===== src/rtl/dsr_pkg.sv =====
// shared constants, types and helpers for the binary64 square root pipeline
`default_nettype none
package dsr_pkg;
    localparam int unsigned DATA_W    = 64;
    localparam int unsigned MANT_W    = 53;
    localparam int unsigned FRAC_W    = 52;
    localparam int unsigned EXP_W     = 11;
    // number of root bits resolved in each iteration stage
    localparam int unsigned BITS_PER_STAGE = 4;
    localparam int unsigned ITER_STAGES    = (MANT_W + BITS_PER_STAGE - 1) / BITS_PER_STAGE;
    // remainder width: radicand is 107 bits, remainder fits in root width + 2
    localparam int unsigned REM_W = MANT_W + 2;
    localparam int unsigned RAD_W = 2 * MANT_W + 1;

    localparam logic [EXP_W-1:0] EXP_ALL_ONES = '1;
    localparam logic [11:0] EXP_OFFSET = 12'd486;

    // per item flow info carried alongside the iteration
    typedef struct packed {
        logic                  bypass;   // special case, result already known
        logic [DATA_W-1:0]     bypass_bits;
        logic [11:0]           biased_half;
    } dsr_side_t;

    // leading zero count of a 52-bit fraction (zeros above the top set bit)
    function automatic logic [5:0] lzc52(input logic [FRAC_W-1:0] v);
        logic [5:0] n;
        logic       found;
        n = 6'd0;
        found = 1'b0;
        for (int i = FRAC_W - 1; i >= 0; i--) begin
            if (!found && v[i]) begin
                found = 1'b1;
            end
            else if (!found) begin
                n = n + 6'd1;
            end
        end
        return n;
    endfunction
endpackage
`default_nettype wire


===== src/rtl/dsr_iter.sv =====
// one stage of the restoring root recurrence, a few root bits per stage
`default_nettype none
module dsr_iter #(
    parameter int unsigned FIRST_BIT = 52,
    parameter int unsigned NBITS     = 4
) (
    input  wire logic                          clk,
    input  wire logic                          rst_n,
    input  wire logic                          en,
    input  wire logic                          in_valid,
    input  wire logic [dsr_pkg::RAD_W-1:0]     rad_in,
    input  wire logic [dsr_pkg::REM_W-1:0]     rem_in,
    input  wire logic [dsr_pkg::MANT_W-1:0]    root_in,
    input  wire dsr_pkg::dsr_side_t            side_in,
    output logic                               out_valid,
    output logic [dsr_pkg::RAD_W-1:0]          rad_out,
    output logic [dsr_pkg::REM_W-1:0]          rem_out,
    output logic [dsr_pkg::MANT_W-1:0]         root_out,
    output dsr_pkg::dsr_side_t                 side_out
);
    import dsr_pkg::*;

    logic [REM_W+1:0]   r;
    logic [REM_W+1:0]   t;
    logic [MANT_W-1:0]  q;
    logic [REM_W-1:0]   rem_next;
    logic [MANT_W-1:0]  root_next;
    logic               valid_reg;
    logic [RAD_W-1:0]   rad_reg;
    logic [REM_W-1:0]   rem_reg;
    logic [MANT_W-1:0]  root_reg;
    dsr_side_t          side_reg;

    // remainder r = N_top - q^2; each step brings down two radicand bits
    always_comb
    begin
        r = {2'b0, rem_in};
        q = root_in;
        for (int k = 0; k < NBITS; k++) begin
            if (FIRST_BIT >= k) begin
                r = {r[REM_W-1:0], rad_in[2*(FIRST_BIT-k)+1 -: 2]};
                t = r - {q[MANT_W-2:0], 2'b01};
                q = {q[MANT_W-2:0], ~t[REM_W+1]};
                if (!t[REM_W+1]) begin
                    r = t;
                end
            end
        end
        rem_next  = r[REM_W-1:0];
        root_next = q;
    end

    always_ff @(posedge clk or negedge rst_n)
    begin
        if (!rst_n) begin
            valid_reg <= 1'b0;
        end
        else if (en) begin
            valid_reg <= in_valid;
        end
    end

    always_ff @(posedge clk)
    begin
        if (en) begin
            rad_reg  <= rad_in;
            rem_reg  <= rem_next;
            root_reg <= root_next;
            side_reg <= side_in;
        end
    end

    assign out_valid = valid_reg;
    assign rad_out   = rad_reg;
    assign rem_out   = rem_reg;
    assign root_out  = root_reg;
    assign side_out  = side_reg;
endmodule
`default_nettype wire


===== config.mk =====
export PLATFORM = sky130hd
export DESIGN_NAME = dsr_iter
export DESIGN_NICKNAME = d
export VERILOG_FILES = /design/src/rtl/dsr_pkg.sv /design/src/rtl/dsr_iter.sv
export SDC_FILE = /design/constraint.sdc
export NUM_CORES = 1
export LEC_CHECK = 0
export ABC_AREA = 1
export BUFFER_PORTS_ARGS = -buffer_cell sky130_fd_sc_hd__buf_2
export CAP_MARGIN = 5
export CORE_MARGIN = 2
export CORE_UTILIZATION = 31
export DETAILED_ROUTE_END_ITERATION = 6
export GPL_TIMING_DRIVEN = 0
export PLACE_DENSITY = 0.51
export SLEW_MARGIN = 20
export SYNTH_ARGS = -nofsm -noshare
export SYNTH_HDL_FRONTEND = slang
export SYNTH_SLANG_ARGS = --single-unit

===== constraint.sdc =====
create_clock -name clk -period 0.9 [get_ports clk]
set_input_delay 0.09 -clock clk [delete_from_list [all_inputs] [get_ports clk]]
set_output_delay 0.09 -clock clk [all_outputs]
set_load 0.01 [all_outputs]

# ---- Yosys cells after proc, flatten, opt, wreduce, memory -nomap -nowiden
# Cells that the tools add are included.
dict set report totals {
  mem_count 0
  out_inout_bits 293
  mem_bits_ro 0
  elab_cells 19
  regBits 293
  latchBits 0
  input_bits 296
  mem_bits_rw 0
}
dict set report op_classes {
  mul 0
  eq_ne 0
  bitwise_logic 4
  n_shift 0
  n_div 0
  n_addsub 4
  n_mux 4
  reduce_logical 0
  magnitude_cmp 0
}
# operator n
set op_table {}
lappend op_table {{subtractor 57 x 54 -> 57 bit} 4}
lappend op_table {{2-to-1 mux 55 bit} 4}
lappend op_table {{inverter 1 bit} 4}

# ---- Logic depth before layout (Yosys ltp)
dict set report depth {
  depth_word 8
  mapped_depth 73
  mapped_depth_nobuf 72
}

# ---- Worst setup path after synthesis
# No wires, ideal clock.
dict set report synth_path {
  path_type {input port to flip-flop}
  from {input port root_in[0] (netlist bit)}
  to {register rem_reg[54], in the netlist rem_out[54], data pin}
  cell_stages 65
  required_ps 648
  setup_time_ps 252
  path_slack_ps -8261
  t_arrival_ps 8909
  path_buffers 4
  path_cell_list {inv_1 -> ha_1 -> o21ai_0 -> nand2_1 -> nand2_1 -> nand2_1 -> a21oi_1 -> o21ai_0 -> a21boi_0 -> o21ai_0 -> a21oi_1 -> inv_1 -> a21oi_1 -> o21a_1 -> o21ai_0 -> a31oi_1 -> o21bai_1 -> xnor2_1 -> [29 not listed] -> nand2_4 -> inv_2 -> clkbuf_1 -> clkbuf_1 -> nand2_1 -> o21ai_0 -> ha_1 -> a21oi_1 -> o21ai_0 -> a21oi_1 -> a21boi_0 -> nor2_1 -> a2111oi_0 -> nand2_1 -> nand2_1 -> nand2_1 -> nand2_1 -> nand2_1}
}
dict set report synth_via {
  elab_chain_len 8
  word_cells_on_any_way 11
  cone_classes {4 x add/sub; 4 x mux; 3 x bitwise}
}
# item line
set synth_rtl {}
lappend synth_rtl {{from (decl)} dsr_iter.sv:13} ;# input wire logic [dsr_pkg::MANT_W-1:0] root_in,
lappend synth_rtl {{subtractor 57 x 54 -> 57 bit} dsr_iter.sv:42} ;# t = r - {q[MANT_W-2:0], 2'b01};
lappend synth_rtl {{2-to-1 mux 55 bit or inverter 1 bit (tied branches)} {dsr_iter.sv:44, dsr_iter.sv:43}}
lappend synth_rtl {{subtractor 57 x 54 -> 57 bit} dsr_iter.sv:42}
lappend synth_rtl {{2-to-1 mux 55 bit or inverter 1 bit (tied branches)} {dsr_iter.sv:44, dsr_iter.sv:43}}
lappend synth_rtl {{subtractor 57 x 54 -> 57 bit} dsr_iter.sv:42}
lappend synth_rtl {{2-to-1 mux 55 bit or inverter 1 bit (tied branches)} {dsr_iter.sv:44, dsr_iter.sv:43}}
lappend synth_rtl {{subtractor 57 x 54 -> 57 bit} dsr_iter.sv:42}
lappend synth_rtl {{2-to-1 mux 55 bit *} dsr_iter.sv:44} ;# if (!t[REM_W+1]) begin
lappend synth_rtl {{via r[54]} dsr_iter.sv:23} ;# logic [REM_W+1:0] r;
lappend synth_rtl {{to (signal assigned)} dsr_iter.sv:67} ;# rem_reg <= rem_next;
lappend synth_rtl {{to (decl)} dsr_iter.sv:30} ;# logic [REM_W-1:0] rem_reg;
# Mark *: on every way through the listed nets, which the timed path passes. The rest lies on a longest branch.
# A chain may end at the register's enable or synchronous reset.

# ---- Final worst setup path
dict set report layout_path {
  from {input port root_in[0] (netlist bit)}
  to {register rem_reg[43], in the netlist rem_out[43], data pin}
}
# Same word-level chain as after synthesis.

==> flow_summary.json <==
{
  "power.switching_mw": 71.0,
  "post_route_clock_period_utilization_pct": 969,
  "fmax_ghz": 0.115,
  "async_sr_flop_fraction_pct": 0.341,
  "run_status": "finished, violations left",
  "clk_pin_slew_worst_paths_ns": 0.07,
  "slowest_stage": "sky130_fd_sc_hd__ha_1",
  "io_pins": 589,
  "synth_top_area_share_pct": 34.4,
  "timing.slew.headroom_pct": 36.9,
  "vertical_die_dimension_um": 291,
  "final_net_count": 5135,
  "number_of_synthesized_flops_with_an_enable_pin": 292,
  "grt_use_total_pct": 28.1,
  "syn-num-nets": 3971,
  "first_global_vias": 28700,
  "violations": "negative hold slack, negative setup slack",
  "die_outline_area_um2": 84500,
  "fillCellCount": 7953,
  "hold_ws_ns": -0.0803,
  "switching_share_pct": 50.3,
  "clkPwrFrac_pct": 10.0,
  "vias": 29200,
  "layout.area.seq_um2": 8790,
  "synth.most_common_cell": "sky130_fd_sc_hd__nand2_1",
  "netlist_top_cells_count": "901 x sky130_fd_sc_hd__nand2_1, 427 x sky130_fd_sc_hd__inv_1, 351 x sky130_fd_sc_hd__nor2_1",
  "drcViolationCount": 0,
  "htreeDepth": 2,
  "floorplan.initialDensity_pct": 31.2,
  "row_count": 105,
  "power_per_cell_area_nw_per_um2": 3410,
  "ant_nets": 0,
  "grt_max_degree": 90,
  "cts_root_buffer": "sky130_fd_sc_hd__clkbuf_16",
  "arrival_time_at_the_worst_endpoint_ns": 9.03,
  "wl_mm": 126,
  "number_of_storage_elements_in_the_synthesis_netlist": 293,
  "crit_fanout": 11,
  "worst_skew_pair.late_latency_ns": 0.55,
  "place_congestion": 0.949,
  "worstPathRequired_ns": 1.21,
  "synth.yosys.warnings": 0,
  "number_of_buffers_inserted_during_clock_tree_synthesis": 36,
  "cts_sinks": 293,
  "synthesis.instances": 3463,
  "synth.largest_area_cell": "sky130_fd_sc_hd__edfxtp_1",
  "critPathCaptureType": "flop",
  "route.detailed.vias_per_inst": 5.10,
  "critical_path.top_delay_family": "simple AND/OR/NAND/NOR gates",
  "slew_viol_final": 0,
  "setup.worst_path.start_class": "input port",
  "grt_antenna_before_repair": 8,
  "syn_avg_cell_area_um2": 7.36,
  "synth.top_cells.by_area": "sky130_fd_sc_hd__edfxtp_1 34%, sky130_fd_sc_hd__nand2_1 13%, sky130_fd_sc_hd__ha_1 10%",
  "synth-seq-area-share_pct": 34.5,
  "post_route_cells_drive_above_1_share_pct": 39.3,
  "grt_first_pass_wirelength_mm": 177,
  "power.internal_mw": 70.2,
  "timing.setup.critical_path_class": "input port to flop",
  "fin_skew_ns": 0,
  "path_common_cell": "sky130_fd_sc_hd__nand2_4",
  "worst_slew_pin_slew_ns": 0.943,
  "hold_path.class": "input port to flop",
  "finalWorstPathRequiredPeriod_ns": 8.72,
  "leakagePower_nw": 17.7,
  "drt_iter0_drc": 1866,
  "final_util_pct": 50.7,
  "combinationalPowerShare_pct": 76.1,
  "cap_viol_max_count": 0,
  "post-dp-hpwl_mm": 99.6,
  "netlist-cell-type-count": 55,
  "crit_buf_inv": 13,
  "rsz0062_at_grt": "true",
  "finalSetupViolCount": 433,
  "share_seq_of_total_power_pct": 13.9,
  "post_synthesis_cell_area_um2": 25500,
  "synth_flop_cell": "sky130_fd_sc_hd__edfxtp_1",
  "timing.final.ws_setup_ns": -7.82,
  "number_of_buffers_added_to_fix_hold_violations_after_cts": 236,
  "multi_input_comb_area_um2": 19400,
  "routedWlPerCell_um": 21.9,
  "number_of_detailed_routing_iterations_run_before_antenna_repair": 5,
  "die_w_um": 291,
  "clock_tree.buffer_depth": 3,
  "tritoncts_clock_tree": "done",
  "max_stage_delay_ns": 0.39,
  "ir_worst_vdd_uv": 2000,
  "area.growth.synth_to_final_pct": 62.5,
  "placement.io_buffers": 587,
  "overall_overflow_remaining_after_global_route": 0,
  "hold_viol": 40,
  "core_region_area_um2": 81700
}
metal layers:
layer  vias up  track usage [%]  wire, um
met3       242             4.11      6980
li1      14000                -         -
met4         2             13.3      6630
met5         -                0        13
met1     13900             34.0     51100
met2      1005             48.9     60900
state kept, by name, indices dropped and copies added (netlist names):
signal and flops:
side_out 77, rad_out 107, rem_out 55, root_out 53, out_valid 1
metrics by stage:
stage / worst slack [ns] / std cells / TNS (ns) / power, mW / cell area, um2
5_1_grt: -8.13 / 5724 / -571.62 / 149 / 41400
3_5_place_dp: -11.74 / 5124 / -785.30 / 91.0 / 30700
2_1_floorplan: -7.16 / 3463 / -409.15 / 67.4 / 26400
6_report: -7.82 / 5725 / -536.63 / 141 / 41400
3_3_place_gp: -11.65 / 5120 / -2034.26 / 91.1 / 30600
4_1_cts: -7.75 / 5596 / -540.15 / 121 / 38100
placed cells by master, fill, tap and decap left out, types with 42 or more instances in the layout:
| master | count |
|---|---|
| sky130_fd_sc_hd__o21ai_1 | 52 |
| sky130_fd_sc_hd__o21ai_0 | 120 |
| sky130_fd_sc_hd__inv_1 | 350 |
| sky130_fd_sc_hd__edfxtp_1 | 292 |
| sky130_fd_sc_hd__o21ai_4 | 42 |
| sky130_fd_sc_hd__buf_4 | 286 |
| sky130_fd_sc_hd__nand3_1 | 88 |
| sky130_fd_sc_hd__nand2_4 | 72 |
| sky130_fd_sc_hd__clkbuf_16 | 57 |
| sky130_fd_sc_hd__nand2_1 | 732 |
| sky130_fd_sc_hd__xor2_1 | 90 |
| sky130_fd_sc_hd__a21oi_2 | 90 |
| sky130_fd_sc_hd__nor2_2 | 53 |
| sky130_fd_sc_hd__xnor2_1 | 90 |
| sky130_fd_sc_hd__nand2_2 | 137 |
| sky130_fd_sc_hd__o21ai_2 | 86 |
| sky130_fd_sc_hd__ha_4 | 122 |
| sky130_fd_sc_hd__a21oi_1 | 212 |
| sky130_fd_sc_hd__ha_1 | 79 |
| sky130_fd_sc_hd__clkinvlp_4 | 52 |
| sky130_fd_sc_hd__buf_6 | 45 |
| sky130_fd_sc_hd__buf_2 | 543 |
| sky130_fd_sc_hd__nor2_1 | 285 |
| sky130_fd_sc_hd__dlygate4sd3_1 | 236 |
final cells by class:
type | count | area share, %
well taps | 1070 | 3.23
diodes | 3 | 0.0181
clock buffers | 44 | 2.27
repair buffers | 1125 | 19.6
multi-input cells | 2690 | 46.9
clock inverters | 19 | 0.387
flip-flops and latches | 293 | 21.2
inverters | 438 | 4.46
plain buffers | 43 | 1.86
final timing paths:
check / from / endpoint / slack [ns] / cells after the start
setup / recovery: root_in[0] / rem_out[43] / -7.82 / 64
hold / removal: en / rad_out[23] / -0.08 / 1
setup reg to reg: out_valid / out_valid / -0.02 / 2
hold reg to reg: out_valid / out_valid / 0.66 / 2
max in group asynchronous: rst_n / out_valid / 0.36 / 3
min in group asynchronous: rst_n / out_valid / 0.42 / 3
power groups by stage:
stage,clock network [mW],registers (mW),logic [mW]
floorplan,0,21.0,46.4
global placement,0,19.9,71.2
detailed placement,0,19.8,71.2
CTS,14.6,19.6,86.9
global route,15.0,19.9,114
finish,14.1,19.7,107
repair_timing:
| action | CTS | global route |
|---|---|---|
| cloned | 6 | 8 |
| pin swaps | 149 | 181 |
| setup endpoints to repair | 432 | 432 |
| buffers inserted | 167 | 118 |
| hold endpoints to repair | 277 | 40 |
| resized for setup | 634 | 565 |
kinds of logic after synthesis:
family          Yosys count  synth area share, %
flops                   293                 34.5
fa+ha+maj               212                 10.4
compound gates          795                 17.3
buf+inv                 481                 7.43
xor+xnor                182                 6.25
simple gates           1499                 24.1
mux                       1               0.0442
Note: power is estimated with default switching activity, not from simulation.
