===== config.mk =====
export PLATFORM = sky130hd
export DESIGN_NAME = dsr_round
export DESIGN_NICKNAME = d
export VERILOG_FILES = /design/src/rtl/dsr_pkg.sv /design/src/rtl/dsr_round.sv
export SDC_FILE = /design/constraint.sdc
export NUM_CORES = 1
export LEC_CHECK = 0
export BUFFER_PORTS_ARGS = -buffer_cell sky130_fd_sc_hd__buf_2
export CAP_MARGIN = 20
export CORE_MARGIN = 2
export CORE_UTILIZATION = 52
export DETAILED_ROUTE_END_ITERATION = 10
export PLACE_DENSITY = 0.91
export SETUP_SLACK_MARGIN = 0.2
export SYNTH_ARGS = -nofsm -noshare
export SYNTH_HDL_FRONTEND = slang
export SYNTH_SLANG_ARGS = --single-unit

===== constraint.sdc =====
create_clock -name clk -period 2.5 [get_ports clk]
set_clock_uncertainty 0.15 [all_clocks]
set_input_delay 0.125 -clock clk [delete_from_list [all_inputs] [get_ports clk]]
set_output_delay 0.125 -clock clk [all_outputs]
set_load 0.01 [all_outputs]

===== src/rtl/dsr_pkg.sv =====
// shared constants, types and helpers for the binary64 square root pipeline
`default_nettype none
package dsr_pkg;
    localparam int unsigned DATA_W    = 64;
    localparam int unsigned MANT_W    = 53;
    localparam int unsigned FRAC_W    = 52;
    localparam int unsigned EXP_W     = 11;
    // number of root bits resolved in each iteration stage
    localparam int unsigned BITS_PER_STAGE = 4;
    localparam int unsigned ITER_STAGES    = (MANT_W + BITS_PER_STAGE - 1) / BITS_PER_STAGE;
    // remainder width: radicand is 107 bits, remainder fits in root width + 2
    localparam int unsigned REM_W = MANT_W + 2;
    localparam int unsigned RAD_W = 2 * MANT_W + 1;

    localparam logic [EXP_W-1:0] EXP_ALL_ONES = '1;
    localparam logic [11:0] EXP_OFFSET = 12'd486;

    // per item flow info carried alongside the iteration
    typedef struct packed {
        logic                  bypass;   // special case, result already known
        logic [DATA_W-1:0]     bypass_bits;
        logic [11:0]           biased_half;
    } dsr_side_t;

    // leading zero count of a 52-bit fraction (zeros above the top set bit)
    function automatic logic [5:0] lzc52(input logic [FRAC_W-1:0] v);
        logic [5:0] n;
        logic       found;
        n = 6'd0;
        found = 1'b0;
        for (int i = FRAC_W - 1; i >= 0; i--) begin
            if (!found && v[i]) begin
                found = 1'b1;
            end
            else if (!found) begin
                n = n + 6'd1;
            end
        end
        return n;
    endfunction
endpackage
`default_nettype wire


===== src/rtl/dsr_round.sv =====
// back stage: round to nearest, carry renormalization, result pack
`default_nettype none
module dsr_round (
    input  wire logic                          clk,
    input  wire logic                          rst_n,
    input  wire logic                          en,
    input  wire logic                          in_valid,
    input  wire logic [dsr_pkg::REM_W-1:0]     rem_in,
    input  wire logic [dsr_pkg::MANT_W-1:0]    root_in,
    input  wire dsr_pkg::dsr_side_t            side_in,
    output logic                               out_valid,
    output logic [dsr_pkg::DATA_W-1:0]         result
);
    import dsr_pkg::*;

    logic [MANT_W:0]    q;
    logic [11:0]        rexp;
    logic [DATA_W-1:0]  res_next;
    logic               valid_reg;
    logic [DATA_W-1:0]  res_reg;

    // N - s^2 > s  <=>  round up
    always_comb
    begin
        q    = {1'b0, root_in};
        rexp = side_in.biased_half;
        if (rem_in > {2'b0, root_in}) begin
            q = q + 1'b1;
        end
        if (q[MANT_W]) begin
            rexp = rexp + 12'd1;
        end
        res_next = {1'b0, rexp[EXP_W-1:0], q[FRAC_W-1:0]};
        if (side_in.bypass) begin
            res_next = side_in.bypass_bits;
        end
    end

    always_ff @(posedge clk or negedge rst_n)
    begin
        if (!rst_n) begin
            valid_reg <= 1'b0;
        end
        else if (en) begin
            valid_reg <= in_valid;
        end
    end

    always_ff @(posedge clk)
    begin
        if (en) begin
            res_reg <= res_next;
        end
    end

    assign out_valid = valid_reg;
    assign result    = res_reg;
endmodule
`default_nettype wire


==> results.yml, run 1 <==
status:
  status: "did not finish"
  lastStage: "clock tree synthesis (4_1_cts)"
  tool.error: "[ERROR DPL-0033] detailed placement checks failed during check placement."
die:
  start_util: 0.538
  rows: 37
  die_width_um: 108
  dieHeight_um: 108
  ios: 254
synthesis:
  yosysWarnings: 0
  synthDistinctLibCells: 48
  synth_cells: 630
  syn_area_um2: 5580
  ys_ff_latch: 65
  synth.net_count: 874
  syn_area_per_cell_um2: 8.86
  synthTopCellsByArea: "edfxtp_1 (34%), ha_1 (12%), xnor2_1 (8.9%), nand2_1 (6.6%), o21ai_1 (5.3%)"
  yosys-top-cells-count: "nand2_1 (98), edfxtp_1 (64), o21ai_1 (59)"
  synth_flop_cell: "edfxtp_1"
  yosysTopAreaCell: "edfxtp_1"
  ys_async_sr_fraction: 0.0154
  synth.top_cell.area_share: 0.344
  yosysMostFrequentCell: "nand2_1"
  synth_seq_area_share: 0.349
  synth_edf_count: 64
placed_design:
  port-buffer-count: 252
  dp_slack_ns: -0.580
  place_area_um2: 8570
  hpwlAfterDp_mm: 16.6
  gp_congestion: 0.902
cts:
  cts_max_path_buffers: 2
  ctsHoldBuffers: 64
  post_cts_buffers: 20
  cts.sinks: 65
  cts_buffers: 9
  htreeDepth: 3
  cts_root_buf: "clkbuf_8"
  cts_resized: 102
-- kinds of logic after synthesis --
logic type / after synthesis / synth area share
AND/OR/NAND/NOR: 254 / 0.257
AO/OA/AOI/OAI: 107 / 0.108
buffers and inverters: 87 / 0.0650
flip-flops: 65 / 0.349
XOR/XNOR: 58 / 0.0910
adder cells (fa/ha/maj): 55 / 0.123
multiplexers: 4 / 0.00762
-- metrics by stage --
step,TNS [ns],std cells
floorplan,0,630
detailed placement,-29.17,1123
global placement,-24.99,1123
==> inputs of run 2 (changes only) <==
--- a/config.mk
+++ b/config.mk
@@ -8,10 +8,9 @@
 export BUFFER_PORTS_ARGS = -buffer_cell sky130_fd_sc_hd__buf_2
 export CAP_MARGIN = 20
 export CORE_MARGIN = 2
-export CORE_UTILIZATION = 52
+export CORE_UTILIZATION = 40
 export DETAILED_ROUTE_END_ITERATION = 10
-export PLACE_DENSITY = 0.91
-export SETUP_SLACK_MARGIN = 0.2
+export PLACE_DENSITY_LB_ADDON = 0.15
 export SYNTH_ARGS = -nofsm -noshare
 export SYNTH_HDL_FRONTEND = slang
 export SYNTH_SLANG_ARGS = --single-unit
==> results.yml, run 2 <==
synthesis:
  syn_area_um2: 5580
  yosysMostFrequentCell: "nand2_1"
  yosys-top-cells-count: "nand2_1 (98), edfxtp_1 (64), o21ai_1 (59)"
  synthDistinctLibCells: 48
  synth_edf_count: 64
  synthTopCellsByArea: "edfxtp_1 (34%), ha_1 (12%), xnor2_1 (8.9%), nand2_1 (6.6%), o21ai_1 (5.3%)"
  yosysTopAreaCell: "edfxtp_1"
  ys_ff_latch: 65
  synth_seq_area_share: 0.349
  synth_cells: 630
  syn_area_per_cell_um2: 8.86
  yosysWarnings: 0
  synth.top_cell.area_share: 0.344
  synth_flop_cell: "edfxtp_1"
  ys_async_sr_fraction: 0.0154
  synth.net_count: 874
die:
  start_util: 0.405
  core_area_um2: 13800
  dieHeight_um: 122
  ios: 254
  dieArea_um2: 14900
  rows: 43
  die_width_um: 122
placed_design:
  hpwlAfterDp_mm: 15.4
  place_area_um2: 8010
  gp_congestion: 0.846
  dp_slack_ns: -0.548
  port-buffer-count: 252
setup_path:
  cp.required_ns: 2.44
  rrSetupSlack_ns: 1.59
  start_kind: "input port"
  setup.worst_path.end_class: "flop"
  cp_max_fo: 8
  crit_type: "input port to flop"
  crit_arrival_ns: 2.55
cts:
  cts_root_buf: "clkbuf_16"
  cts_tree: "built"
  cts.sinks: 65
  clk_latency_ns: 0.34
  clk_pin_slew_worst_paths_ns: 0.05
  htreeDepth: 3
  cts_max_path_buffers: 2
  cts_buffers: 9
routing:
  route.vias.total: 6696
  drt_first_pass_iters: 5
  drc: 0
  drtIter0Drc: 525
  ant_nets: 0
  viasPerCell: 5.31
  wl_per_cell_um: 17.7
  routed_wirelength_mm: 22.3
grt:
  grtUsageTotal: 0.262
  antenna_found_initial: 1
  grt_pass1_wl_mm: 30.6
  grt_pass1_vias: 6570
  grt_max_degree: 69
  grt-ovfl-total: 0
timing:
  hold_violations: 0
  setup_slack_ns: -0.112
  slew_viol_final: 0
  worst_hold_slack_ns: 0.0112
  tightestPinTransition_ns: 0.683
  max-slew-margin-rel: 0.545
  max_freq_mhz: 383
  period_share: 1.04
  setup_viol: 31
  rsz0062_at_grt: "true"
  fin_crit_ns: 2.61
flow_run:
  drv_cap: 0
status:
  violations: "negative setup slack"
  status: "finished, violations left"
power:
  leakagePower_nw: 4.29
  p_per_area_nw_per_um2: 374
  ir_drop_uv: 321
  total_power_mw: 3.84
finish:
  largest_reg_flops: 64
  layout_common_cells: "buf_2 (237), buf_4 (129), nand2_1 (97), dlygate4sd3_1 (64), edfxtp_1 (64)"
  syn_to_final_growth_pct: 83.7
  drive_gt1_frac: 0.504
  fillers: 952
  nNetsFinal: 1319
  fin_util: 0.745
  final_common_cell: "buf_2"
  final_cell_area_um2: 10300
worst_hold_path:
  hp-class: "input port to flop"
## run 2: report_power, final
| part | total, mW | leakage [nW] | internal (mW) | switching (mW) |
|---|---|---|---|---|
| logic | 1.29 | 3.53 | 0.655 | 0.637 |
| registers | 1.34 | 0.636 | 1.32 | 0.0265 |
| clock network | 1.20 | 0.129 | 0.699 | 0.502 |
| total | 3.84 | 4.29 | 2.67 | 1.17 |
## run 2: kinds of logic after synthesis
group / Yosys count / synth area share
XOR/XNOR: 58 / 0.0910
AO/OA/AOI/OAI: 107 / 0.108
buffers and inverters: 87 / 0.0650
adder cells (fa/ha/maj): 55 / 0.123
flip-flops: 65 / 0.349
AND/OR/NAND/NOR: 254 / 0.257
multiplexers: 4 / 0.00762
## run 2: worst paths after layout
check,from,to,cells after the start
max in group asynchronous,rst_n,out_valid,3
min in group asynchronous,rst_n,out_valid,3
setup / recovery,root_in[32],result[61],14
setup reg to reg,out_valid,out_valid,1
hold / removal,side_in[6],result[58],3
hold reg to reg,out_valid,out_valid,1
## run 2: timing repair
item / 4_1_cts / 5_1_grt
endpoints found under the hold margin: 63 / 0
endpoints found under the setup margin: 63 / 63
cloned: 0 / 4
buffers inserted: 2 / 13
hold buffers: 64 / 0
resized for setup: 28 / 163
pin swaps: 17 / 48
## run 2: routing by layer
layer  wire length (um)  GRT usage
met3               1390     0.0459
met2              11600      0.479
met1               8590      0.297
met4                701      0.114
met5                  0          0
## run 2: cell type report
class	count	area (um2)	area share
multi-input combinational	478	4290	0.418
timing repair buffer	464	3290	0.321
sequential	65	1950	0.190
clock buffer	12	246	0.0240
tap	180	225	0.0220
inverter	57	224	0.0218
clock inverter	4	28.8	0.00281
antenna	1	2.50	0.000244
## run 2: per-stage QoR
step	setup TNS [ns]	cells
floorplan	-0.229	630
global placement	-24.29	1161
detailed placement	-28.95	1161
CTS	-0.0390	1243
global route	-3.80	1260
finish	-1.31	1261
## run 2: critical path, cell delays in order
cell,delay (ns)
buf_8,0.08
inv_4,0.03
ha_4,0.27
nand4_1,0.22
buf_4,0.22
nor4_4,0.20
nand2_1,0.10
o211ai_1,0.28
a211oi_4,0.08
buf_6,0.17
nor3_4,0.23
buf_12,0.16
a41oi_2,0.09
o31a_1,0.29
No activity file was read; power rests on OpenSTA's default activity.
==> inputs of run 3 (changes only) <==
--- a/config.mk
+++ b/config.mk
@@ -7,8 +7,10 @@
 export LEC_CHECK = 0
 export BUFFER_PORTS_ARGS = -buffer_cell sky130_fd_sc_hd__buf_2
 export CAP_MARGIN = 20
+export CELL_PAD_IN_SITES_DETAIL_PLACEMENT = 0
+export CELL_PAD_IN_SITES_GLOBAL_PLACEMENT = 1
 export CORE_MARGIN = 2
-export CORE_UTILIZATION = 40
+export CORE_UTILIZATION = 37
 export DETAILED_ROUTE_END_ITERATION = 10
 export PLACE_DENSITY_LB_ADDON = 0.15
 export SYNTH_ARGS = -nofsm -noshare
==> results.yml, run 3 (synthesized netlist as in run 2, its figures left out) <==
setup_path:
  cpMaxStageDelayCell: "nor4_4"
  cp.required_ns: 2.44
  start_kind: "input port"
  cp_max_fo: 5
  critical-path-top-delay-family: "simple AND/OR/NAND/NOR gates"
  slowest_delay_ns: 0.36
  crit_type: "input port to flop"
  cpMostUsedCell: "buf_6"
  setup.worst_path.end_class: "flop"
  critPathBufInv: 4
  crit_arrival_ns: 2.49
  crit_path_cell_trace: "buf_8, inv_4, ha_4, nand4_1, nor4_4, nand2_1, o211ai_1, a211oi_4, buf_6, nor3_4, buf_6, a41oi_2, o31a_1"
finish:
  fillers: 1060
  final_common_cell: "buf_2"
  nNetsFinal: 1336
  drive_gt1_frac: 0.533
  layout_common_cells: "buf_2 (226), buf_4 (147), nand2_1 (97), dlygate4sd3_1 (65), edfxtp_1 (64)"
  largest_reg_flops: 64
  fin_util: 0.735
  final_cell_area_um2: 10800
  layout.cells.non_filler: 1283
  syn_to_final_growth_pct: 92.7
routing:
  drtIter0Drc: 328
  route.vias.total: 6720
  drt_first_pass_iters: 5
  viasPerCell: 5.24
  routed_wirelength_mm: 22.7
  drc: 0
  ant_nets: 0
  wl_per_cell_um: 17.7
grt:
  grt_max_degree: 64
  grtUsageTotal: 0.252
  antenna_found_initial: 2
  grt_pass1_wl_mm: 32.1
  grt-ovfl-total: 0
  grt_pass1_vias: 6700
cts:
  clk_latency_ns: 0.34
  htreeDepth: 3
  cts.sinks: 65
  clk_pin_slew_worst_paths_ns: 0.06
  cts_buffers: 9
  cts_root_buf: "clkbuf_16"
  cts_tree: "built"
  cts_max_path_buffers: 2
power:
  combPwrFrac: 0.319
  p_seq_frac: 0.322
  clockPowerShare: 0.359
  total_power_mw: 4.17
  leakagePower_nw: 4.46
  p_per_area_nw_per_um2: 388
  switching_share: 0.287
  p_switching_mw: 1.20
  ir_drop_uv: 308
  internal_power_mw: 2.97
placed_design:
  port-buffer-count: 252
  place_area_um2: 8120
  dp_cells: 1179
  gp_congestion: 0.854
  hpwlAfterDp_mm: 15.9
timing:
  max-slew-margin-rel: 0.518
  worst_hold_slack_ns: -0.00227
  period_share: 1.02
  setup_slack_ns: -0.0553
  rsz0062_at_grt: "true"
  slew_viol_final: 0
  max_freq_mhz: 391
  setup_viol: 6
  tightestPinTransition_ns: 0.723
  fin_crit_ns: 2.56
  hold_violations: 1
flow_run:
  drv_cap: 0
die:
  dieArea_um2: 16100
  core_area_um2: 14600
  start_util: 0.381
  die_width_um: 127
  dieHeight_um: 127
  ios: 254
  rows: 44
worst_hold_path:
  hp-class: "input port to flop"
status:
  status: "finished, violations left"
  violations: "negative hold slack, negative setup slack"
-- run 3: metrics by stage --
step           setup TNS, ns  setup WS, ns  hold WS [ns]
2_1_floorplan         -0.229       -0.0340        -0.321
3_3_place_gp          -22.88        -0.501        -0.250
3_5_place_dp          -29.38        -0.632        -0.249
4_1_cts              -0.0380       -0.0137       0.00832
5_1_grt                -3.97        -0.204        0.0237
6_report              -0.145       -0.0553      -0.00227
-- run 3: power by group through the flow --
stage / sequential [mW] / clock, mW / combinational [mW]
floorplan: 1.42 / 0 / 0.362
global placement: 1.37 / 0 / 0.950
detailed placement: 1.37 / 0 / 0.980
CTS: 1.35 / 1.52 / 1.11
global route: 1.36 / 1.55 / 1.44
finish: 1.35 / 1.50 / 1.33
-- run 3: layout make-up --
| cell class | count | area [um2] | share of cell area |
|---|---|---|---|
| clock inverters | 7 | 119 | 0.0110 |
| inverters | 57 | 236 | 0.0220 |
| diodes | 2 | 5.00 | 0.000465 |
| repair buffers | 481 | 3520 | 0.327 |
| flip-flops and latches | 65 | 1950 | 0.181 |
| multi-input cells | 478 | 4480 | 0.416 |
| well taps | 184 | 230 | 0.0214 |
| clock buffers | 9 | 225 | 0.0209 |
-- run 3: worst paths after layout --
path                                   from  depth (start not counted)    endpoint  slack (ns)
worst min register to register    out_valid                          1   out_valid        0.35
min in group asynchronous             rst_n                          3   out_valid        0.46
worst max register to register    out_valid                          1   out_valid        1.62
worst max-delay path            root_in[32]                         13  result[59]       -0.06
worst min-delay path            root_in[15]                          3  result[15]      -0.002
max in group asynchronous             rst_n                          3   out_valid        1.63
-- run 3: timing repair --
item                                    in CTS  in global routing
setup buffers                                4                 14
endpoints found under the setup margin      63                 63
gates cloned                                 1                  4
hold endpoints to repair                    63                  0
resized for setup                           60                174
pin swaps                                   31                 96
hold buffers                                65                  0
-- run 3: per-layer routing --
| layer | part of all wire | routed length (um) | vias up | global-route usage |
|---|---|---|---|---|
| met2 | 0.51 | 11500 | 286 | 0.444 |
| met3 | 0.058 | 1320 | 61 | 0.0413 |
| met5 | 0 | 0 | - | 0 |
| met4 | 0.032 | 733 | 0 | 0.119 |
| met1 | 0.40 | 9200 | 3149 | 0.299 |
| li1 | - | - | 3224 | - |
